$ cat config.mk
export PLATFORM = sky130hd
export DESIGN_NAME = ber_tlv_header_decoder
export DESIGN_NICKNAME = d
export VERILOG_FILES = /design/src/rtl/core/bth_pkg.sv /design/src/rtl/core/ber_tlv_header_decoder.sv
export SDC_FILE = /design/constraint.sdc
export NUM_CORES = 1
export LEC_CHECK = 0
export BUFFER_PORTS_ARGS = -buffer_cell sky130_fd_sc_hd__buf_2
export CAP_MARGIN = 10
export CORE_AREA = 2 2 120 122
export CTS_BUF_LIST = sky130_fd_sc_hd__clkbuf_4
export CTS_CLUSTER_SIZE = 40
export DETAILED_ROUTE_END_ITERATION = 10
export DIE_AREA = 0 0 122 124
export HOLD_SLACK_MARGIN = 0.1
export PLACE_DENSITY = 0.78
export SLEW_MARGIN = 20
export SYNTH_ARGS = -nofsm -noshare
export SYNTH_HDL_FRONTEND = slang
export SYNTH_SLANG_ARGS = --single-unit
$ cat constraint.sdc
create_clock -name clk -period 4.1 [get_ports clk]
set_input_delay 0.41 -clock clk [delete_from_list [all_inputs] [get_ports clk]]
set_output_delay 0.41 -clock clk [all_outputs]
set_load 0.1 [all_outputs]
$ cat src/rtl/core/bth_pkg.sv
// Types and constants shared by the BER/DER TLV header decoder.
package bth_pkg;

  typedef enum logic [1:0] {
    PH_IDLE    = 2'd0,
    PH_TAGLONG = 2'd1,
    PH_LENHEAD = 2'd2,
    PH_LENLONG = 2'd3
  } phase_t;

  typedef enum logic [3:0] {
    ST_OK        = 4'd0,
    ST_EOF_TAG   = 4'd1,
    ST_SHORT_TAG = 4'd2,
    ST_TAG_OVF   = 4'd3,
    ST_EOF_LEN   = 4'd4,
    ST_RESERVED  = 4'd5,
    ST_INDEF     = 4'd6,
    ST_NONMIN    = 4'd7,
    ST_LEN_OVF   = 4'd8
  } status_t;

  localparam logic [4:0]  TAG_LONG_MARK  = 5'h1F;
  localparam logic [6:0]  LEN_FORM_RSVD  = 7'h7F;
  localparam logic [31:0] TAG_SHORT_MAX  = 32'd30;
  localparam logic [31:0] LEN_SHORT_MAX  = 32'h0000_007F;
  localparam logic        DER_MODE_RESET = 1'b1;

endpackage

$ cat src/rtl/core/ber_tlv_header_decoder.sv
// ASN.1 BER/DER identifier and length header decoder, one byte per transaction.
// Pipeline: a byte is registered on acceptance and parsed from that stage register;
//   its result, if any, is registered into the result register when the parse fires.
// Throughput: one byte per cycle unless a result waits on out_ready; header state updates once per byte.
// Reset (rst_n low, synchronous): parser idle, pipeline and result register empty,
//   der_mode set to 1.
module ber_tlv_header_decoder (
  input  logic        clk,
  input  logic        rst_n,
  input  logic        cfg_we,
  input  logic        cfg_wdata,
  input  logic        in_valid,
  output logic        in_ready,
  input  logic [7:0]  in_data_byte,
  input  logic        in_start_req,
  input  logic        in_last,
  output logic        out_valid,
  input  logic        out_ready,
  output logic [2:0]  out_tag_class,
  output logic [31:0] out_tag_number,
  output logic [31:0] out_content_length,
  output logic [3:0]  out_status
);

  logic             der_mode_r;
  logic             s1_valid_r;
  logic [7:0]       s1_byte_r;
  logic             s1_start_r;
  logic             s1_last_r;
  bth_pkg::phase_t  phase_r, phase_nxt;
  logic [2:0]       class_r, class_nxt;
  logic [31:0]      tag_r, tag_nxt;
  logic [31:0]      len_r, len_nxt;
  logic [6:0]       left_r, left_nxt;
  logic             emit;
  bth_pkg::status_t status;
  logic [31:0]      tag_sh;
  logic [31:0]      len_sh;
  logic [6:0]       left_dec;
  logic             s1_go;
  logic             s1_fire;
  logic             out_valid_r;
  logic [2:0]       res_class_nxt, res_class_r;
  logic [31:0]      res_tag_nxt, res_tag_r;
  logic [31:0]      res_len_nxt, res_len_r;
  logic [3:0]       res_status_nxt, res_status_r;

  assign s1_go    = !emit || !out_valid_r || out_ready;
  assign s1_fire  = s1_valid_r && s1_go;
  assign in_ready = !s1_valid_r || s1_go;

  assign tag_sh   = {tag_r[24:0], s1_byte_r[6:0]};
  assign len_sh   = {len_r[23:0], s1_byte_r};
  assign left_dec = left_r - 7'd1;

  // next state of the header parser
  always_comb begin
    phase_nxt = phase_r;
    class_nxt = class_r;
    tag_nxt   = tag_r;
    len_nxt   = len_r;
    left_nxt  = left_r;
    emit      = 1'b0;
    status    = bth_pkg::ST_OK;
    if (s1_start_r) begin
      class_nxt = s1_byte_r[7:5];
      len_nxt   = '0;
      left_nxt  = '0;
      if (s1_byte_r[4:0] != bth_pkg::TAG_LONG_MARK) begin
        tag_nxt   = {27'd0, s1_byte_r[4:0]};
        phase_nxt = bth_pkg::PH_LENHEAD;
        if (s1_last_r) begin
          emit   = 1'b1;
          status = bth_pkg::ST_EOF_LEN;
        end
      end else begin
        tag_nxt   = '0;
        phase_nxt = bth_pkg::PH_TAGLONG;
        if (s1_last_r) begin
          emit   = 1'b1;
          status = bth_pkg::ST_EOF_TAG;
        end
      end
    end else begin
      case (phase_r)
        bth_pkg::PH_TAGLONG: begin
          if (|tag_r[31:25]) begin
            emit   = 1'b1;
            status = bth_pkg::ST_TAG_OVF;
          end else begin
            tag_nxt = tag_sh;
            if (s1_byte_r[7]) begin
              if (s1_last_r) begin
                emit   = 1'b1;
                status = bth_pkg::ST_EOF_TAG;
              end
            end else if (tag_sh <= bth_pkg::TAG_SHORT_MAX) begin
              emit   = 1'b1;
              status = bth_pkg::ST_SHORT_TAG;
            end else begin
              phase_nxt = bth_pkg::PH_LENHEAD;
              if (s1_last_r) begin
                emit   = 1'b1;
                status = bth_pkg::ST_EOF_LEN;
              end
            end
          end
        end
        bth_pkg::PH_LENHEAD: begin
          if (!s1_byte_r[7]) begin
            len_nxt = {24'd0, s1_byte_r};
            emit    = 1'b1;
            status  = bth_pkg::ST_OK;
          end else if (s1_byte_r[6:0] == bth_pkg::LEN_FORM_RSVD) begin
            emit   = 1'b1;
            status = bth_pkg::ST_RESERVED;
          end else if (s1_byte_r[6:0] == 7'd0) begin
            emit   = 1'b1;
            status = bth_pkg::ST_INDEF;
          end else begin
            len_nxt   = '0;
            left_nxt  = s1_byte_r[6:0];
            phase_nxt = bth_pkg::PH_LENLONG;
            if (s1_last_r) begin
              emit   = 1'b1;
              status = bth_pkg::ST_EOF_LEN;
            end
          end
        end
        bth_pkg::PH_LENLONG: begin
          // DER forbids a leading zero length byte
          if (der_mode_r && s1_byte_r == 8'd0 && len_r == 32'd0 && left_r != 7'd1) begin
            emit   = 1'b1;
            status = bth_pkg::ST_NONMIN;
          end else if (|len_r[31:24]) begin
            emit   = 1'b1;
            status = bth_pkg::ST_LEN_OVF;
          end else begin
            len_nxt  = len_sh;
            left_nxt = left_dec;
            if (left_dec == 7'd0) begin
              emit   = 1'b1;
              status = (der_mode_r && len_sh <= bth_pkg::LEN_SHORT_MAX) ?
                       bth_pkg::ST_NONMIN : bth_pkg::ST_OK;
            end else if (s1_last_r) begin
              emit   = 1'b1;
              status = bth_pkg::ST_EOF_LEN;
            end
          end
        end
        default: begin
          phase_nxt = bth_pkg::PH_IDLE;
        end
      endcase
    end
    if (emit) begin
      phase_nxt = bth_pkg::PH_IDLE;
    end
  end

  // result fields; error results carry zeros
  always_comb begin
    res_status_nxt = status;
    if (status == bth_pkg::ST_OK) begin
      res_class_nxt = class_nxt;
      res_tag_nxt   = tag_nxt;
      res_len_nxt   = len_nxt;
    end else begin
      res_class_nxt = '0;
      res_tag_nxt   = '0;
      res_len_nxt   = '0;
    end
  end

  always_ff @(posedge clk) begin
    if (!rst_n) begin
      der_mode_r  <= bth_pkg::DER_MODE_RESET;
      s1_valid_r  <= 1'b0;
      phase_r     <= bth_pkg::PH_IDLE;
      class_r     <= '0;
      tag_r       <= '0;
      len_r       <= '0;
      left_r      <= '0;
      out_valid_r <= 1'b0;
    end else begin
      if (cfg_we) begin
        der_mode_r <= cfg_wdata;
      end
      if (in_ready) begin
        s1_valid_r <= in_valid;
      end
      if (s1_fire) begin
        phase_r <= phase_nxt;
        class_r <= class_nxt;
        tag_r   <= tag_nxt;
        len_r   <= len_nxt;
        left_r  <= left_nxt;
      end
      if (s1_fire && emit) begin
        out_valid_r <= 1'b1;
      end else if (out_ready) begin
        out_valid_r <= 1'b0;
      end
    end
  end

  always_ff @(posedge clk) begin
    if (in_valid && in_ready) begin
      s1_byte_r  <= in_data_byte;
      s1_start_r <= in_start_req;
      s1_last_r  <= in_last;
    end
    if (s1_fire && emit) begin
      res_class_r  <= res_class_nxt;
      res_tag_r    <= res_tag_nxt;
      res_len_r    <= res_len_nxt;
      res_status_r <= res_status_nxt;
    end
  end

  assign out_valid          = out_valid_r;
  assign out_tag_class      = res_class_r;
  assign out_tag_number     = res_tag_r;
  assign out_content_length = res_len_r;
  assign out_status         = res_status_r;

  a_err_zero: assert property (@(posedge clk) disable iff (!rst_n)
    out_valid_r && res_status_r != bth_pkg::ST_OK |->
      res_class_r == 3'd0 && res_tag_r == 32'd0 && res_len_r == 32'd0)
    else $error("error result carries nonzero fields");

  a_status_range: assert property (@(posedge clk) disable iff (!rst_n)
    out_valid_r |-> res_status_r <= bth_pkg::ST_LEN_OVF)
    else $error("result status out of range");

  a_lenlong_left: assert property (@(posedge clk) disable iff (!rst_n)
    phase_r == bth_pkg::PH_LENLONG |-> left_r != 7'd0)
    else $error("long length phase with no length bytes left");

  a_no_overwrite: assert property (@(posedge clk) disable iff (!rst_n)
    out_valid_r && !out_ready |=> out_valid_r && $stable(res_tag_r) && $stable(res_len_r))
    else $error("pending result overwritten");

  a_reset_empty: assert property (@(posedge clk)
    !rst_n |=> !out_valid_r && !s1_valid_r)
    else $error("pipeline not empty after reset");

endmodule
==> metrics.txt, run 1 <==
status finished, final reports clean; Worst-Margin Slew slightly below 1 ns; first-pass GRT wire length between 20 and 30 mm; R2R Path Start s1_byte_r[2]; largest net degree at the start of global routing between 50 and 60; pre-CTS WS ~0.63 ns; Pleak 3.144 nW; Setup crit end kind output pin; CTS Sinks 160; CTS H-Tree Depth 4; FF+latch count, synth 160; type of origin of the critical path register; Vias/cell 6.022; PD cells roughly 340 nW/µm²; hold_sp out_ready; Period minus WS final between 3 and 4 ns; Post-synth EDFFs slightly above 80; asr flop ratio synth 0%; sequential standard cell area ~4000 µm²; mapped cell area around 7500 µm²; Worst Path Buf+Inv 1; Post-Syn Instances 740; Total Nets Final about 840; CTS tree yes; syn_nets approximately 760; global placement routability congestion 0.9061; HPWL after DPL 12.27 mm; fin cells ~1000; xor/xnor cell area share of the yosys netlist 0.7045%; initial antenna violation count 1; CP Cell Sequence and4_1 -> nand4_1 -> a31oi_2 -> nor3_1 -> o21ai_0 -> nand4_1 -> buf_2; Final Skew about 0.022 ns; Final Cycle Share between 90% and 100%; GRT Util Overall 25.19%; global routing usage on met1 34.43%; die width 122 µm; Routed Antenna Nets 0; grt met2 use about two fifths; Reg-to-Reg End len_r[28]; Post-Synth Adder-Cell Area under 10%; main area contributors after synthesis edfxtp_1, dfxtp_1, nand2_1, a22o_1, a21oi_1; WL/cell 18.19 µm; via count a little over 6000; Row Count 43; Fillers about 1200; worst vdd ir 0.1748 mV; WS Path Type register to output pin; Warnings, synthesis 0; vias in the first global route between 5000 and 6000; Worst Hold Class input port to register; share of layout cells above drive strength 1 about a fifth; dpl cells 967; clk slew on worst S/H paths 0.14 ns; Clk Tree Root Cell clkbuf_4; core area about 14000 µm²; predominant post-synthesis flop cell edfxtp_1; hold depth 4; final hold violations 0; Ports 89; area leader, netlist edfxtp_1; # port buffers between 80 and 90; Synth Area per Inst between 10 and 15 µm²; Max Cap Viol 0; CTS max path bufs 2; grt total ovfl 0; Max stage delay on crit path between 0.6 and 0.7 ns; cell repeated most along the worst path nand4_1; CTS buffer count 17; slowest CP cell edfxtp_1; RSZ-0062 raised after global routing false; die height around 120 µm; drt total wl 18.46 mm; drt first pass iters 5; fmax 260.8 MHz; Final Slew Violations 0; Worst Reg2Reg Path Length in Cells 7; largest family of logic cells by synthesized area compound AO/OA/AOI/OAI gates; Synth cell types 67; Synth Area in Compound Gates around 20%; Slew headroom around a third; cell family with most CP delay simple AND/OR/NAND/NOR gates; Post-Synth Simple-Gate Area about 16%; DRC violations left 0; Initial Utilization a little over half; Skew-Pair Late Insertion Delay about 0.58 ns; DRT iter0 DRCs roughly 550; reg-to-reg slack, setup roughly 0.60 ns; met3 usage in global routing 4.396%; DIE AREA between 15000 and 20000 µm²; Worst Slack Setup Final between 0.2 and 0.3 ns; area delta synth->final 12.81%; Critical Path AT between 3 and 4 ns; # setup viols final 0; post-synth top area share between 30% and 40%; busiest layer in global routing met2; multiplexer area fraction after synthesis under 10%; Required @ worst endpoint ~3.7 ns; area of the multi-input gates approximately 3100 µm²; setup TNS 0 ns; register area share after synthesis between 50% and 60%; WHS Endpoint out_valid; worst-path fanout max 12
report_power, final:
part | switching [mW] | internal (mW)
Combinational | 0.176 | 0.0690
Clock | 0.559 | 0.366
Sequential | 0.0272 | 1.69
area by class of cell:
| class | count | area share [%] |
|---|---|---|
| inverter | 32 | 1.427 |
| timing repair buffer | 118 | 8.445 |
| antenna | 1 | 0.02974 |
| multi-input combinational | 492 | 36.46 |
| sequential | 160 | 47.70 |
| clock inverter | 14 | 1.665 |
| tap | 180 | 2.676 |
| clock buffer | 18 | 1.606 |
registers in the layout (all words and copies together), names as in the netlist, 4 cells and up:
signal,flops
s1_byte_r,8
len_r,32
out_content_length,32
out_status,4
left_r,7
tag_r,32
out_tag_number,32
repair_timing:
item | 4_1_cts | 5_1_grt
resized for setup | 1 | 0
hold buffers | 13 | 0
endpoints found under the hold margin | 12 | 0
endpoints found under the setup margin | 1 | 0
setup buffers | 2 | 0
worst max-delay path by stage:
| stage | depth (start not counted) | slack (ns) | to | startpoint |
|---|---|---|---|---|
| 6_report | 7 | 0.27 | in_ready | s1_byte_r[2] |
| 3_5_place_dp | 7 | 0.63 | out_tag_number[24] | s1_byte_r[5] |
| 2_1_floorplan | 8 | 0.41 | s1_byte_r[0] | left_r[0] |
| 4_1_cts | 7 | 0.28 | in_ready | s1_byte_r[3] |
| 3_3_place_gp | 7 | 0.81 | in_ready | s1_byte_r[6] |
| 5_1_grt | 7 | 0.005 | in_ready | s1_byte_r[2] |
layer usage:
| layer | part of all wire [%] | vias to the layer above |
|---|---|---|
| li1 | - | 2892 |
| met1 | 44 | 2918 |
| met2 | 47 | 259 |
| met3 | 7.2 | 43 |
| met5 | 0 | - |
| met4 | 2.3 | 0 |
metrics by stage:
stage / cell area (µm²) / hold slack, ns / power (mW) / utilization [%]
global route: 8416 / 0.2137 / 2.983 / 61.34
detailed placement: 7985 / 0.4685 / 1.984 / 58.20
CTS: 8413 / 0.1699 / 2.898 / 61.32
finish: 8416 / 0.2057 / 2.889 / 61.34
global placement: 7985 / 0.4448 / 1.978 / 58.20
floorplan: 7461 / 0.4329 / 1.927 / -
layout by cell type, fill, tap and decap left out, types with 7 or more instances in the layout:
master and instances:
nand2_1 109, clkbuf_4 18, nor4_1 13, inv_1 32, edfxtp_1 81, nor2_1 55, a22o_1 44, a21oi_1 56
nand3_1 17, a211oi_1 7, nor3_1 17, o211ai_1 8, buf_2 88, a31oi_1 8, buf_4 16, a311oi_1 7
mux2i_1 24, nand2b_1 7, o21ai_0 9, dlygate4sd3_1 13, dfxtp_1 79, a22oi_1 26, ha_1 7
synthesized netlist by cell type (all sizes together) (3+ instances only):
master and count:
a21o 3, o21ai 12, nand3 17, a211oi 9, a21oi 57, buf 31, ha 7, a31oi 9
nor4 16, and3 3, mux2i 24, clkbuf 25, o21a 4, o22ai 6, nand2 109, nor3b 3
xnor2 5, inv 32, and4 3, dfxtp 79, nand4 6, o211ai 8, a22o 44, nor2 55
nand2b 7, edfxtp 81, a22oi 26, a311oi 7, nor3 19
worst reg2reg max path: stages, from the launching register on:
cell and delay (ns):
edfxtp_1 0.60, and4_1 0.30, nand4_1 0.36, a31oi_2 0.25, o31ai_1 0.39, o211a_1 0.48, and3_1 0.82, a22o_1 0.24
cell families (layout without fill, tap and decap cells):
group	count (synthesis)	in the layout
mux	26	26
fa+ha+maj	7	7
flops	160	160
compound gates	203	203
simple gates	250	250
buf+inv	88	182
other cells	0	1
xor+xnor	6	6
(Power assumes the default switching activity.)
==> run 2, diff against run 1 <==
--- a/config.mk
+++ b/config.mk
@@ -15,4 +15,5 @@
 export HOLD_SLACK_MARGIN = 0.1
 export PLACE_DENSITY = 0.78
+export REMOVE_ABC_BUFFERS = 1
 export SLEW_MARGIN = 20
 export SYNTH_ARGS = -nofsm -noshare
==> constraint.sdc (replaced) <==
create_clock -name clk -period 4.1 [get_ports clk]
set_input_delay 0 -clock clk [delete_from_list [all_inputs] [get_ports clk]]
set_output_delay 0 -clock clk [all_outputs]
set_load 0.1 [all_outputs]
==> run 2 against run 1 <==
Against the previous run:
- count of clock-buffer cells in the layout unchanged
- global-route usage down 0.16 points
- hold slack improved by 0.27 ns
- clock skew is 0.0034 ns higher
- sequential share of layout area is 0.71 points lower
==> metrics.txt, run 2 (synthesis gave the netlist of run 1 again) <==
status finished, final reports clean; sequential standard cell area 4014 µm² (unchanged); Skew-Pair Late Insertion Delay 0.60 ns (+0.02 ns); Slew headroom 39.30% (+6.6 points); Resized Gates After CTS 0 (-1); Post-Place Cell Area 7993 µm² (about the same); PD cells 336.5 nW/µm² (-2.0%); Final Slew Violations 0 (unchanged); CP Cell Sequence nor4_2 -> nand4_1 -> a21oi_2 -> a2111oi_2 -> o21ai_0 -> nand4_1 -> buf_2; Routed Antenna Nets 0 (unchanged); Critical path origin s1_byte_r[6]; CTS Sinks 160 (unchanged); most frequent cells in the layout nand2_1, buf_2, edfxtp_1, dfxtp_1, a21oi_1; # setup viols final 0 (unchanged); Design Area, Final 8543 µm² (+1.5%); Reg-to-Reg End out_tag_number[4]; global placement routability congestion 1.029 (+14%); commonest non-fill, non-tap cell in the layout nand2_1; Worst-Margin Slew 0.9083 ns (-0.07548 ns); HPWL after DPL 12.54 mm (+2.2%); die height 124 µm (unchanged); Required @ worst endpoint 4.10 ns (+0.41 ns); reg-to-reg slack, setup 0.55 ns (-0.05 ns); R2R Path Start s1_byte_r[6]; Vias/cell 6.021 (about the same); pre-CTS WS 0.5942 ns (-0.03468 ns); die width 122 µm (unchanged); drt total wl 18.22 mm (-1.3%); Clk Tree Root Cell clkbuf_4; Initial Utilization 54.37% (unchanged); Max Cap Viol 0 (unchanged); Max stage delay on crit path 0.60 ns (-0.03 ns); drt first pass iters 5 (unchanged); DRC violations left 0 (unchanged); # port buffers 88 (unchanged); CTS max path bufs 2 (unchanged); Period minus WS final 3.689 ns (-0.1459 ns); type of origin of the critical path register; GRT Util Overall 25.03% (-0.16 points); Final Skew 0.02558 ns (+0.003387 ns); WL/cell 17.71 µm (-2.6%); Ports 89 (unchanged); cell repeated most along the worst path nand4_1; setup TNS 0 ns (unchanged); area of the multi-input gates 3060 µm² (-0.24%); RSZ-0062 raised after global routing false; initial antenna violation count 1 (unchanged); Fillers 1123 (-4.6%); vias in the first global route 5756 (-0.35%); number of setup buffers added after CTS 0 (-2); Worst Hold Class register to register; CTS H-Tree Depth 4 (unchanged); Final Cycle Share 89.97% (-3.6 points); share of layout cells above drive strength 1 18.87% (-0.20 points); core area 13720 µm² (unchanged); worst vdd ir 0.1639 mV (-6.2%); Row Count 43 (unchanged); final hold violations 0 (unchanged); CTS buffer count 17 (unchanged); fmax 271.1 MHz (+4.0%); grt total ovfl 0 (unchanged); clk slew on worst S/H paths 0.14 ns (about the same); Worst Reg2Reg Path Length in Cells 7 (unchanged); via count 6196 (+1.4%); Critical Path AT 3.69 ns (+0.27 ns); capture point of the worst path in_ready; DIE AREA 15130 µm² (unchanged); cts hold-fix bufs 28 (+15); area delta synth->final 14.53%; Pleak 3.207 nW (+2.0%); Setup crit end kind output pin; worst-path fanout max 12 (unchanged); Hold WS 0.4784 ns (+0.2727 ns); final core utilization 62.27% (+0.93 points); slowest CP cell edfxtp_1; WS Path Type register to output pin; first-pass GRT wire length 29.21 mm (-0.42%); CTS tree yes; Total Nets Final 858 (+1.7%); Worst Slack Setup Final 0.4112 ns (+0.1459 ns); largest net degree at the start of global routing 72 (+22%); DRT iter0 DRCs 724 (+32%)
-- run 2: cell type report --
type                       instances  share of cell area (%)
inverter                          32                   1.406
sequential                       160                   46.98
tap                              180                   2.636
multi-input combinational        492                   35.82
clock inverter                    14                   1.552
clock buffer                      18                   1.582
timing repair buffer             132                   9.988
antenna                            1                 0.02929
-- run 2: metrics by stage --
stage,cells,total power [mW]
after detailed placement,968,1.985
final,1029,2.875
after floorplan,684,1.909
after global placement,968,1.979
after CTS,1028,2.884
after global routing,1029,2.965
-- run 2: metal layers --
metal / vias up / global-route usage, % / routed length [µm]
li1: 2917 / - / -
met1: 2982 / 32.38 / 7839
met2: 253 / 40.75 / 8837
met3: 44 / 6.181 / 1121
met4: 0 / 9.626 / 424
met5: - / 0 / 0
-- run 2: critical path: cells and delay by family, from the launching register on --
kind                   cells  cell delay, ns
DFF                        1            0.60
and+or+nand+nor            3            1.00
AOI/OAI and AO/OA          3            1.13
buffers and inverters      1            0.35
-- run 2: where the power goes --
part           internal [mW]  switching (mW)
sequential              1.69          0.0282
clock                  0.315           0.586
combinational         0.0787           0.175
-- run 2: how the worst min path moves through the flow --
stage / startpoint / to / cells past startpoint
after detailed placement: in_data_byte[7] / s1_byte_r[7] / 1
final: class_r[0] / class_r[0] / 2
after CTS: rst_n / phase_r[1] / 4
after floorplan: rst_n / der_mode_r / 1
after global routing: rst_n / phase_r[1] / 4
after global placement: in_start_req / s1_start_r / 1
